[src/hw/rtl/cgs_pkg.sv]
// Shared types, codes and helpers for the conjugate gradient solver.
// No dependencies; every module of the block but cgs_ram imports it.
package cgs_pkg;

  localparam int MaxUnknownsDef = 16;

  // Configuration register indexes (byte address = 4 * index).
  localparam logic [1:0] RegSize  = 2'd0;
  localparam logic [1:0] RegFloor = 2'd1;
  localparam logic [1:0] RegTol   = 2'd2;

  typedef enum logic [1:0] {
    MODE_LOAD_A = 2'd0,
    MODE_LOAD_B = 2'd1,
    MODE_SOLVE  = 2'd2,
    MODE_NONE   = 2'd3
  } mode_e;

  // Element operations run through the datapath pipeline.
  typedef enum logic [2:0] {
    OP_INIT   = 3'd0,
    OP_MATVEC = 3'd1,
    OP_DOT_PA = 3'd2,
    OP_UPD_X  = 3'd3,
    OP_UPD_R  = 3'd4,
    OP_DOT_RR = 3'd5,
    OP_UPD_P  = 3'd6,
    OP_OUT    = 3'd7
  } op_e;

  typedef enum logic [3:0] {
    ST_IDLE, ST_INIT, ST_MV, ST_PA, ST_DIVA, ST_UX, ST_UR, ST_RR,
    ST_CHECK, ST_DIVB, ST_UP, ST_LOOP, ST_DRAIN, ST_DIVW, ST_OUTRD, ST_OUTW
  } state_e;

  typedef struct packed {
    op_e        op;
    logic       vld;
    logic       first;
    logic       last;
    logic       div_start;
    logic       div_beta;
    logic       conv;
    logic [4:0] iters;
  } cmd_t;

  typedef struct packed {
    logic busy;
    logic div_busy;
    logic conv_hit;
    logic out_taken;
  } sts_t;

  function automatic logic signed [31:0] sat32(input logic signed [63:0] v);
    if (v > 64'sd2147483647) return 32'sh7FFFFFFF;
    else if (v < -64'sd2147483648) return 32'sh80000000;
    else return v[31:0];
  endfunction

endpackage

[src/hw/rtl/cgs_ctrl.sv]
// Solve sequencer: walks the element operations of each iteration, starts
// the divider and emits the results. Uses cgs_pkg.
module cgs_ctrl import cgs_pkg::*; #(
  parameter int MAX_UNKNOWNS = MaxUnknownsDef,
  localparam int IW = $clog2(MAX_UNKNOWNS)
) (
  input  logic          clk_i,
  input  logic          rst_ni,
  input  logic          start_i,
  input  logic [IW-1:0] nm1_i,
  input  sts_t          sts_i,
  output logic          in_ready_o,
  output cmd_t          cmd_o,
  output logic [IW-1:0] idx_i_o,
  output logic [IW-1:0] idx_j_o
);

  state_e state_q, state_d, nxt_q, nxt_d;
  logic [IW-1:0] i_q, i_d, j_q, j_d;
  logic [4:0] it_q, it_d;
  logic conv_q, conv_d;
  logic last_i, last_j;

  assign last_i = (i_q == nm1_i);
  assign last_j = (j_q == nm1_i);

  always_comb begin
    state_d = state_q;
    nxt_d   = nxt_q;
    i_d     = i_q;
    j_d     = j_q;
    it_d    = it_q;
    conv_d  = conv_q;
    unique case (state_q)
      ST_IDLE: begin
        if (start_i) begin
          i_d = '0; j_d = '0; it_d = '0; conv_d = 1'b0;
          state_d = ST_INIT;
        end
      end
      ST_INIT, ST_PA, ST_UX, ST_UR, ST_RR, ST_UP: begin
        i_d = last_i ? '0 : i_q + 1'b1;
        if (last_i) begin
          state_d = ST_DRAIN;
          case (state_q)
            ST_INIT: nxt_d = ST_MV;
            ST_PA:   nxt_d = ST_DIVA;
            ST_UX:   state_d = ST_UR;
            ST_UR:   nxt_d = ST_RR;
            ST_RR:   nxt_d = ST_CHECK;
            default: nxt_d = ST_LOOP;
          endcase
        end
      end
      ST_MV: begin
        if (i_q == '0 && j_q == '0) it_d = it_q + 5'd1;
        j_d = last_j ? '0 : j_q + 1'b1;
        if (last_j) begin
          i_d = last_i ? '0 : i_q + 1'b1;
          if (last_i) begin
            state_d = ST_DRAIN;
            nxt_d   = ST_PA;
          end
        end
      end
      ST_DRAIN: if (!sts_i.busy) state_d = nxt_q;
      ST_DIVA: begin
        state_d = ST_DIVW;
        nxt_d   = ST_UX;
      end
      ST_DIVB: begin
        state_d = ST_DIVW;
        nxt_d   = ST_UP;
      end
      ST_DIVW: if (!sts_i.div_busy) state_d = nxt_q;
      ST_CHECK: begin
        if (sts_i.conv_hit) begin
          conv_d  = 1'b1;
          state_d = ST_OUTRD;
        end else begin
          state_d = ST_DIVB;
        end
      end
      ST_LOOP: begin
        if (32'(it_q) == 32'(nm1_i) + 1) state_d = ST_OUTRD;
        else state_d = ST_MV;
      end
      ST_OUTRD: state_d = ST_OUTW;
      ST_OUTW: begin
        if (sts_i.out_taken) begin
          i_d = last_i ? '0 : i_q + 1'b1;
          state_d = last_i ? ST_IDLE : ST_OUTRD;
        end
      end
      default: state_d = ST_IDLE;
    endcase
  end

  always_comb begin
    cmd_o           = '0;
    cmd_o.op        = OP_INIT;
    cmd_o.first     = (i_q == '0);
    cmd_o.last      = last_i;
    cmd_o.conv      = conv_q;
    cmd_o.iters     = it_q;
    unique case (state_q)
      ST_INIT:  begin cmd_o.vld = 1'b1; cmd_o.op = OP_INIT;   end
      ST_PA:    begin cmd_o.vld = 1'b1; cmd_o.op = OP_DOT_PA; end
      ST_UX:    begin cmd_o.vld = 1'b1; cmd_o.op = OP_UPD_X;  end
      ST_UR:    begin cmd_o.vld = 1'b1; cmd_o.op = OP_UPD_R;  end
      ST_RR:    begin cmd_o.vld = 1'b1; cmd_o.op = OP_DOT_RR; end
      ST_UP:    begin cmd_o.vld = 1'b1; cmd_o.op = OP_UPD_P;  end
      ST_OUTRD: begin cmd_o.vld = 1'b1; cmd_o.op = OP_OUT;    end
      ST_MV: begin
        cmd_o.vld   = 1'b1;
        cmd_o.op    = OP_MATVEC;
        cmd_o.first = (j_q == '0);
        cmd_o.last  = last_j;
      end
      ST_DIVA: cmd_o.div_start = 1'b1;
      ST_DIVB: begin
        cmd_o.div_start = 1'b1;
        cmd_o.div_beta  = 1'b1;
      end
      default: cmd_o.vld = 1'b0;
    endcase
  end

  always_ff @(posedge clk_i or negedge rst_ni) begin
    if (!rst_ni) begin
      state_q <= ST_IDLE;
      nxt_q   <= ST_IDLE;
      i_q     <= '0;
      j_q     <= '0;
      it_q    <= '0;
      conv_q  <= 1'b0;
    end else begin
      state_q <= state_d;
      nxt_q   <= nxt_d;
      i_q     <= i_d;
      j_q     <= j_d;
      it_q    <= it_d;
      conv_q  <= conv_d;
    end
  end

  assign in_ready_o = (state_q == ST_IDLE);
  assign idx_i_o    = i_q;
  assign idx_j_o    = j_q;

endmodule

[config.mk]
export PLATFORM = sky130hd
export DESIGN_NAME = cgs_ctrl
export DESIGN_NICKNAME = d
export VERILOG_FILES = /design/src/hw/rtl/cgs_pkg.sv /design/src/hw/rtl/cgs_ctrl.sv
export SDC_FILE = /design/constraint.sdc
export NUM_CORES = 1
export LEC_CHECK = 0
export ABC_AREA = 1
export BUFFER_PORTS_ARGS = -buffer_cell sky130_fd_sc_hd__clkbuf_2
export CAP_MARGIN = 0
export CORE_MARGIN = 8
export CORE_UTILIZATION = 30
export DETAILED_ROUTE_END_ITERATION = 7
export HOLD_SLACK_MARGIN = 0.02
export PLACE_DENSITY = 0.58
export SYNTH_ARGS = -nofsm -noshare
export SYNTH_HDL_FRONTEND = slang
export SYNTH_SLANG_ARGS = --single-unit
[constraint.sdc]
create_clock -name clk_i -period 1.9 [get_ports clk_i]
set_input_delay 0.19 -clock clk_i [delete_from_list [all_inputs] [get_ports clk_i]]
set_output_delay 0.19 -clock clk_i [all_outputs]
set_load 0.03 [all_outputs]
==> results.ini, run 1 <==
[yosys]
yosysWarnings = 0
muxShareOfSynthArea_pct = 0
syn-num-nets = 301
synth-simple-area-share_pct = 41.29
synth-seq-cells = 22
synth_fa_ha_area_share_pct = 4.199
synth_compound_area_share_pct = 10.64
synth_top_family_by_area = simple AND/OR/NAND/NOR gates
ys_types = 27
synth_xor_area_share_pct = 3.919
syn_area_mm2 = 0.001788
syn_inst = 284
ys_seq_area_share_pct = 30.79
syn_avg_cell_area_um2 = 6.296

[clocking]
clk_pin_slew_ns = 0.08
cts.path.max_buffers = 2
cts_buffers = 3
cts-root-buf = clkbuf_8
insertion_delay_ns = 0.26
htree_levels = 1
cts.sinks = 22
tritoncts = built

[sta]
post-route-min-period_ns = 1.818
fin_tns_setup_ns = 0
skew_ns = 0.001175
finalHoldViolCount = 0
finalWorstSetupSlack_ns = 0.08180
worstMarginPinSlew_ns = 0.5990
slew_viol_final = 0
fmax_mhz = 550.0
setup_violations = 0
rsz0062_at_grt = false
min_period_over_period_pct = 95.69
slew_headroom_pct = 60.06

[route]
drt-pass1-iter-count = 4
drtIter0Drc = 70
wl_per_cell_um = 12.74
vias_per_cell = 4.765
num_vias = 1906
drc = 0
ant_nets = 0
routed_wl_um = 5097

[power]
power_leakage_uw = 0.001211
power.total_uw = 3831
ir_drop_v = 0.001021
p_per_area_mw_per_mm2 = 1770

[place]
hpwl_um = 4018
gp_congestion = 0.8942
dp_slack_ns = 0.1213
placed_area_mm2 = 0.002037
numPortBuffers = 33

[floorplanning]
ios = 34
coreArea_mm2 = 0.005851
rows = 28
start_util_pct = 30.56
die_w_um = 93.20
die_area_mm2 = 0.008686
die_h_um = 93.20

[cells_and_area]
drive_above_1_share_pct = 21.54
diodes = 0
final_common_cell = nand2_1
finalNetCount = 344
mostFrequentLayoutCells = 106 x nand2_1, 35 x inv_1, 31 x clkbuf_2, 28 x nor2_1, 20 x nand3_1
syn2layout_area_growth_pct = 21.06
final_cell_area_mm2 = 0.002165

[grt]
grt.total_usage_pct = 11.96
grt_pass1_vias = 1786
grt_max_degree = 23
grt_pass1_wl_um = 8459
antenna_found_initial = 0
globalRoute.totalOverflow = 0

[setup_path]
crit_fanout = 7
critPathCaptureType = output port
path_class = reg -> out
arrival_ns = 1.63
cp-start-kind = flop
worstPathRequired_ns = 1.71

[run]
maxCapViolCount = 0

[worst_hold_path]
hp-class = in -> reg

[run_status]
run_status = finished clean

## sequential cells by signal (all words and copies together) (netlist names)
| name | count |
|---|---|
| idx_j_o | 4 |
| idx_i_o | 4 |
| nxt_q | 4 |
| state_q | 4 |
| conv_q | 1 |
| it_q | 5 |
## final timing paths
kind / start / end / slack, ns / depth (start not counted)
setup / recovery: state_q[0] / cmd_o[9] / 0.08 / 6
hold / removal: sts_i[1] / conv_q / 0.24 / 3
setup reg to reg: state_q[0] / it_q[3] / 0.16 / 10
hold reg to reg: nxt_q[1] / nxt_q[1] / 0.48 / 2
max in group asynchronous: rst_ni / idx_i_o[2] / 1.02 / 2
min in group asynchronous: rst_ni / it_q[4] / 0.45 / 2
## cells in the mapped netlist
cell | count | area [um^2]
nand3b_1 | 3 | 22.52
inv_2 | 3 | 11.26
nor3_1 | 1 | 5.000
nand2_2 | 5 | 31.28
a21oi_1 | 8 | 40.04
xor2_1 | 7 | 61.31
dfrtp_1 | 22 | 550.5
nor2_2 | 3 | 18.77
nand3_1 | 20 | 100.1
o21ai_0 | 10 | 50.05
ha_1 | 6 | 75.07
nand4_1 | 1 | 6.260
or2_1 | 1 | 6.260
o21a_1 | 2 | 15.01
nor3b_1 | 1 | 7.510
a21oi_2 | 1 | 8.760
nor2_1 | 30 | 112.6
xnor2_1 | 1 | 8.760
o21ai_1 | 3 | 15.01
nor2_4 | 2 | 22.52
o2111ai_1 | 1 | 8.760
a31oi_4 | 1 | 21.27
buf_2 | 2 | 10.01
nand2_1 | 108 | 405.4
buf_4 | 1 | 7.510
inv_1 | 36 | 135.1
o22ai_1 | 5 | 31.28
## stage by stage
stage | std cells | utilization (%) | hold WS [ns]
6_report | 400 | 37.00 | 0.2375
5_1_grt | 400 | 37.00 | 0.2640
4_1_cts | 395 | 35.97 | 0.2289
3_5_place_dp | 390 | 34.82 | 0.2234
3_3_place_gp | 390 | 34.82 | 0.2178
2_1_floorplan | 284 | - | -0.1056
## repair_timing
action                     4_1_cts  5_1_grt
resized for setup                5       12
pin swaps                        1        2
hold buffers                     1        0
setup endpoints to repair        2        4
setup buffers                    1        5
hold endpoints to repair        22        0
## worst max-delay path: stages (launching register included)
cell,delay (ns)
dfrtp_2,0.46
inv_2,0.11
nand2_2,0.13
nor2_4,0.21
nand4_1,0.14
o21ai_0,0.12
buf_4,0.20
## metal layers
layer / global-route usage [%] / vias up / share of wire [%]
li1: - / 972 / -
met1: 14.60 / 856 / 45
met2: 20.47 / 70 / 47
met3: 3.526 / 8 / 7.4
met4: 2.013 / 0 / 1.4
met5: 0 / - / 0
## cell families (layout without fill, tap and decap cells)
logic type,count (synthesis),after routing
and+or+nand+nor,175,175
AOI/OAI and AO/OA,31,31
adders and majority gates,6,6
DFF,22,22
buffers and inverters,42,83
xor gates and xnor gates,8,8
## power by group
part | switching [uW] | internal, uW
registers | 249 | 683
logic | 1750 | 853
clock network | 155 | 142
## layout make-up
class	instances	area, um^2
Fill cell	649	3686
Multi-Input combinational cell	220	1092
Sequential cell	22	558.0
Timing Repair Buffer	41	232.7
Inverter	39	146.4
Tap cell	75	93.84
Clock buffer	3	41.29
Note: power is estimated with default switching activity, not from simulation.
==> inputs of run 2 (changes only) <==
- CELL_PAD_IN_SITES_DETAIL_PLACEMENT: default -> 1
- CELL_PAD_IN_SITES_GLOBAL_PLACEMENT: default -> 2
- CORE_UTILIZATION: 30 -> 29
- PLACE_DENSITY: 0.58 -> 0.89
==> run 2 against run 1 <==
Flip-flop and latch count stayed put. Routed wire length is 15% higher. Clock power is 23% higher. Largest cell class unchanged. Highest routed layer unchanged.
==> results.ini, run 2 (same netlist as run 1, synthesis figures left out) <==
[cells_and_area]
diodes = 0  ; unchanged
drive_above_1_share_pct = 21.78  ; +0.24 points
fillers = 824  ; +27%
regMostFlops = it_q
final_common_cell = nand2_1
syn2layout_area_growth_pct = 22.67
largest_reg_flops = 5  ; unchanged
mostFrequentLayoutCells = 106 x nand2_1, 34 x inv_1, 30 x clkbuf_2, 29 x nor2_1, 20 x nand3_1
finalNetCount = 344  ; unchanged
fin_util_pct = 36.83  ; -0.17 points
final_cell_area_mm2 = 0.002193  ; +1.3%

[sta]
fmax_mhz = 544.5  ; -1.0%
slew_headroom_pct = 59.41  ; -0.66 points
finalHoldViolCount = 0  ; unchanged
skew_ns = 0.001442  ; +0.0002673 ns
worstMarginPinSlew_ns = 0.6089  ; +0.009867 ns
slew_viol_final = 0  ; unchanged
setup_violations = 0  ; unchanged
hold_ws_ns = 0.2424  ; +0.004857 ns
post-route-min-period_ns = 1.837  ; +0.01842 ns
min_period_over_period_pct = 96.66  ; +0.97 points
rsz0062_at_grt = true

[power]
pwr-share-clk_pct = 9.1  ; +1.4 points
p_switching_uw = 2240  ; +4.0%
power.internal_uw = 1743  ; +3.9%
ir_drop_v = 0.0009296  ; -9.0%
power_leakage_uw = 0.001226  ; +1.3%
power_frac_seq_pct = 23.0  ; -1.3 points
swShare_pct = 56.24  ; about the same
p_per_area_mw_per_mm2 = 1816  ; +2.6%
p_comb_share_pct = 67.9  ; about the same

[clocking]
cts.path.max_buffers = 2  ; unchanged
clk_pin_slew_ns = 0.09  ; about the same
htree_levels = 1  ; unchanged
tritoncts = built
cts_buffers = 3  ; unchanged
insertion_delay_ns = 0.27  ; about the same
cts.sinks = 22  ; unchanged
cts-root-buf = clkbuf_8

[route]
dr_wl_met3_um = 316  ; -17%
drc = 0  ; unchanged
routed.top_layer = met4
wl_per_cell_um = 14.66  ; +15%
routed_wl_um = 5877  ; +15%
num_vias = 1945  ; +2.0%
wl_met1_um = 2466  ; +8.6%
drt-pass1-iter-count = 4  ; unchanged
ant_nets = 0  ; unchanged
drtIter0Drc = 48  ; -31%
vias_per_cell = 4.850  ; +1.8%
route.met2.wl_um = 3010  ; +27%

[floorplanning]
die_area_mm2 = 0.008934  ; +2.9%
die_w_um = 94.52  ; +1.4%
rows = 28  ; unchanged
ios = 34  ; unchanged
die_h_um = 94.52  ; +1.4%
start_util_pct = 30.02  ; -0.54 points
coreArea_mm2 = 0.005956  ; +1.8%

[setup_path]
worstPathRequired_ns = 1.71  ; about the same
critPathCaptureType = output port
worstPathCellList = nor2_1 > nand2_1 > nand2_1 > clkbuf_2
critPathTopFamily = simple AND/OR/NAND/NOR gates
cpMaxStageDelayCell = dfrtp_2
cp_num_buf_inv = 1  ; -1
r2r_slack_ns = 0.24  ; +0.08 ns
path_class = reg -> out
max_stage_delay_ns = 0.48  ; +0.02 ns
crit_path_start = state_q[1]
crit_fanout = 8  ; +1
cp-start-kind = flop
arrival_ns = 1.65  ; +0.02 ns
reg2reg_from = state_q[0]
cpMostUsedCell = nand2_1

[grt]
grt.total_usage_pct = 13.87  ; +1.9 points
grt_max_degree = 23  ; unchanged
globalRoute.totalOverflow = 0  ; unchanged
antenna_found_initial = 0  ; unchanged
grt_pass1_wl_um = 9949  ; +18%
grt_pass1_vias = 2079  ; +16%

[run]
maxCapViolCount = 0  ; unchanged

[run_status]
run_status = finished clean

[worst_hold_path]
min_from = start_i
hp-class = in -> reg

[place]
placed_area_mm2 = 0.002037  ; unchanged
numPortBuffers = 33  ; unchanged
hpwl_um = 4641  ; +16%
gp_congestion = 0.8479  ; -5.2%

run 2: changes by cell type in the layout (fill, tap and decap cells not counted):
cell      before  now
buf_4          9   10
nor2_1        28   29
inv_1         35   34
nor2_2         5    3
clkbuf_8       3    4
inv_4          0    2
o21ai_1        3    4
o21ai_0       10    9
nand2_2        6    5
nor2_4         2    3
nand2_4        1    2
inv_2          4    3
clkbuf_2      31   30
run 2: worst register-to-register path, cell delays in order, from the launching register on:
cell     delay [ns]
dfrtp_2        0.45
buf_4          0.15
nand2_1        0.16
nor2_1         0.09
nand2_1        0.07
nand2_1        0.08
a21oi_2        0.24
nand2_1        0.17
nand2_1        0.09
nand2_1        0.06
run 2: final cells by class:
| type | count | area (um^2) | share of cell area [%] |
|---|---|---|---|
| tap | 75 | 93.84 | 4.278 |
| clock buffer | 4 | 55.05 | 2.510 |
| inverter | 39 | 151.4 | 6.902 |
| timing repair buffer | 41 | 235.2 | 10.72 |
| multi-input combinational | 220 | 1100 | 50.14 |
| sequential | 22 | 558.0 | 25.44 |
run 2: what timing repair did:
item,in CTS,in global routing
gates resized for setup,9,15
pin swaps,1,2
setup endpoints to repair,3,4
gates cloned,0,0
hold buffers,1,0
endpoints found under the hold margin,22,0
setup buffers,1,5
run 2: power by group through the flow:
| stage | logic (uW) | registers, uW | clock network (uW) |
|---|---|---|---|
| after global placement | 2510 | 924 | 0 |
| after floorplan | 1720 | 1050 | 0 |
| after CTS | 2590 | 930 | 380 |
| after global routing | 3070 | 948 | 384 |
| after detailed placement | 2550 | 933 | 0 |
| final | 2700 | 916 | 363 |
run 2: path summary, 6_finish.rpt:
check | end | cells after the start
min reg2reg | nxt_q[0] | 2
min in group asynchronous | it_q[4] | 2
min | conv_q | 4
max reg2reg | state_q[0] | 9
max in group asynchronous | state_q[1] | 2
max | cmd_o[7] | 4
run 2: routing by layer:
metal | global-route usage (%) | vias up
met4 | 3.251 | 0
met5 | 0 | -
met1 | 15.72 | 924
li1 | - | 973
met2 | 25.72 | 41
met3 | 2.937 | 7
run 2: through the flow:
step	std cells	TNS (ns)	setup slack, ns	total power [uW]
4_1_cts	396	0	0.0007462	3903
5_1_grt	401	-0.07703	-0.04580	4406
3_5_place_dp	390	0	0.09101	3478
3_3_place_gp	390	0	0.09294	3439
2_1_floorplan	284	0	0.07982	2762
6_report	401	0	0.06338	3984
==> inputs of run 3 (changes only) <==
- ABC_AREA: 1 -> default
- CORE_UTILIZATION: 29 -> 30
- PLACE_DENSITY: 0.89 -> 0.83
- RECOVER_POWER: default -> 50
==> run 3 against run 2 <==
Sequential power increased by 4.8%. Final cell count fell by 12%. The run now ends with setup timing left. Critical path depth grew 2. Non-clock buffer count up 42. Clock-buffer cell count down 1. Highest routed layer unchanged. Clock power up 28%. Synthesized cell count down 30%. Largest cell class unchanged. Hold slack got worse by 0.0075 ns. Total power up 30%. First-iteration DRC count up 60%.
==> results.ini, run 3 <==
[sta]
finalHoldViolCount = 0  ; unchanged
slew_viol_final = 0  ; unchanged
hold_ws_ns = 0.2349  ; -0.007523 ns
slew_headroom_pct = 11.38  ; -48 points
worstMarginPinSlew_ns = 1.329  ; +0.7204 ns
finalWorstSetupSlack_ns = -0.06872  ; -0.1321 ns
setup_violations = 4  ; +4
post-route-min-period_ns = 1.969  ; +0.1321 ns
rsz0062_at_grt = true
fmax_mhz = 507.9  ; -6.7%
skew_ns = 0.005022  ; +0.003580 ns
min_period_over_period_pct = 103.6  ; +7.0 points

[power]
ir_drop_v = 0.0007862  ; -15%
p_switching_uw = 2504  ; +12%
pwr-share-clk_pct = 9.0  ; about the same
power_leakage_uw = 0.001206  ; -1.6%
power.internal_uw = 2676  ; +54%
p_per_area_mw_per_mm2 = 1955  ; +7.6%
p_comb_share_pct = 72.5  ; +4.6 points
swShare_pct = 48.33  ; -7.9 points
power_frac_seq_pct = 18.5  ; -4.5 points

[clocking]
cts_buffers = 3  ; unchanged
cts.sinks = 22  ; unchanged
cts.path.max_buffers = 2  ; unchanged
cts-root-buf = clkbuf_8
clk_pin_slew_ns = 0.09  ; about the same
tritoncts = built
htree_levels = 1  ; unchanged
insertion_delay_ns = 0.28  ; about the same

[setup_path]
worstPathRequired_ns = 2.11  ; +0.40 ns
critPathCaptureType = flop
cp-start-kind = flop
max_stage_delay_ns = 0.45  ; -0.03 ns
arrival_ns = 2.18  ; +0.53 ns
worstPathCellList = xor2_4 > o41a_1 > buf_4 > a31o_4 > or4_4 > o211ai_2
cpMaxStageDelayCell = dfrtp_2
path_class = reg -> reg
crit_fanout = 5  ; -3

[place]
placed_area_mm2 = 0.002301  ; +13%
dp.cells = 333  ; -15%
dp_slack_ns = 0.01368  ; -0.07734 ns
hpwl_um = 4418  ; -4.8%
numPortBuffers = 33  ; unchanged
gp_congestion = 0.7692  ; -9.3%

[grt]
antenna_found_initial = 0  ; unchanged
grt_max_degree = 23  ; unchanged
globalRoute.totalOverflow = 0  ; unchanged
grt_pass1_vias = 1922  ; -7.6%
grt_pass1_wl_um = 9867  ; -0.82%
grt.total_usage_pct = 14.34  ; +0.48 points

[route]
drt-pass1-iter-count = 4  ; unchanged
ant_nets = 0  ; unchanged
wl_per_cell_um = 17.60  ; +20%
routed_wl_um = 6177  ; +5.1%
num_vias = 1780  ; -8.5%
drc = 0  ; unchanged
drtIter0Drc = 77  ; +60%
vias_per_cell = 5.071  ; +4.6%

[floorplanning]
ios = 34  ; unchanged
die_w_um = 92.96  ; -1.7%
die_area_mm2 = 0.008641  ; -3.3%
rows = 28  ; unchanged
start_util_pct = 30.55  ; +0.53 points
die_h_um = 92.96  ; -1.7%
coreArea_mm2 = 0.005816  ; -2.4%

[yosys]
synth_top_area_share_pct = 30.99  ; +0.20 points
synth.most_common_cell = nand2_1
async_flop_share_pct = 100.0  ; unchanged
ys_types = 57  ; +110%
synth_common_cells = 25 x nand2_1, 22 x dfrtp_1, 16 x nor2_1, 15 x xor2_1, 11 x o21ai_0
synth-seq-cells = 22  ; unchanged
syn-num-nets = 215  ; -29%
ys.flop_type = dfrtp_1
ys_seq_area_share_pct = 30.99  ; +0.20 points
synth-edff-count = 0  ; unchanged
syn_avg_cell_area_um2 = 8.973  ; +43%
syn_area_mm2 = 0.001777  ; -0.63%
yosysTopAreaCell = dfrtp_1
yosysWarnings = 0  ; unchanged
synthTopCellsByArea = dfrtp_1 31%, xor2_1 7.4%, nand2_1 5.3%
syn_inst = 198  ; -30%

[cells_and_area]
drive_above_1_share_pct = 48.91  ; +27 points
mostFrequentLayoutCells = 44 x buf_4, 25 x clkbuf_2, 23 x nand2_1, 14 x xor2_1, 13 x nor2_1
finalNetCount = 294  ; -15%
regMostFlops = it_q
final_cell_area_mm2 = 0.002650  ; +21%
largest_reg_flops = 5  ; unchanged
fin_cells = 351  ; -12%
final_common_cell = buf_4
syn2layout_area_growth_pct = 49.15
diodes = 0  ; unchanged

[worst_hold_path]
hp-class = in -> reg

[run]
maxCapViolCount = 0  ; unchanged

[run_status]
violations = setup timing
run_status = complete, but fails checks

==> run 3: cell types whose count changed after synthesis, sizes merged, moves of 5 or more <==
cell / change
a21o: +5
inv: -29
mux2: +7
nand2: -88
nand3: -15
nor2: -19
nor3: +6
xor2: +10
==> run 3: path summary, 6_finish.rpt <==
kind / from / to / slack (ns) / cells after the start
worst min-delay path: sts_i[1] / conv_q / 0.23 / 3
worst max register to register: idx_j_o[2] / idx_i_o[3] / -0.07 / 6
min in group asynchronous: rst_ni / it_q[4] / 0.74 / 2
worst min register to register: nxt_q[1] / nxt_q[1] / 0.54 / 2
worst max-delay path: idx_j_o[2] / idx_i_o[3] / -0.07 / 6
max in group asynchronous: rst_ni / state_q[0] / 0.29 / 2
==> run 3: cell families (layout without fill, tap and decap cells) <==
| logic type | Yosys count | after routing | synth area share, % |
|---|---|---|---|
| AO/OA/AOI/OAI | 49 | 49 | 20.85 |
| XOR/XNOR | 19 | 19 | 10.85 |
| adder cells (fa/ha/maj) | 6 | 6 | 4.225 |
| buffers and inverters | 19 | 97 | 4.929 |
| flip-flops | 22 | 22 | 30.99 |
| multiplexers | 11 | 11 | 6.690 |
| AND/OR/NAND/NOR | 72 | 72 | 21.48 |
==> run 3: final cells by class <==
type	instances	area, um^2
Sequential cell	22	563.0
Tap cell	75	93.84
Multi-Input combinational cell	157	1305
Inverter	10	37.54
Timing Repair Buffer	83	579.3
Clock buffer	3	41.29
Fill cell	704	3166
Clock inverter	1	30.03
==> run 3: layer usage <==
metal  GRT usage [%]  share of wire (%)  wire [um]  up-vias
met5               0                  0          0        -
met4           6.174                1.9        116        0
met3           1.780                2.7        168        8
met2           24.50                 49       3039       33
met1           17.64                 46       2852      876
li1                -                  -          -      863
==> run 3: power groups by stage <==
stage	Combinational, uW	Clock (uW)	Sequential, uW
floorplan	1810	0	1100
global route	4020	488	987
CTS	3360	466	937
detailed placement	3050	0	936
finish	3750	466	960
global placement	2980	0	927
==> run 3: stage by stage <==
stage | power, uW | setup TNS, ns | utilization, %
floorplan | 2912 | -0.05894 | -
CTS | 4766 | -0.1211 | 43.42
finish | 5180 | -0.1854 | 45.57
global placement | 3907 | 0 | 39.57
detailed placement | 3984 | 0 | 39.57
global route | 5495 | -1.004 | 45.57
==> run 3: critical path: cells and delay by family (launching register included) <==
family                    cells  cell delay [ns]
AOI/OAI and AO/OA             3             0.73
xor gates and xnor gates      1             0.17
buffers and inverters         1             0.15
DFF                           1             0.45
and+or+nand+nor               1             0.41
==> run 3: timing repair <==
item / CTS / global route
pin swaps: 6 / 10
resized for setup: 16 / 34
endpoints found under the setup margin: 4 / 20
hold buffers: 1 / 0
endpoints found under the hold margin: 22 / 0
buffers inserted: 10 / 4
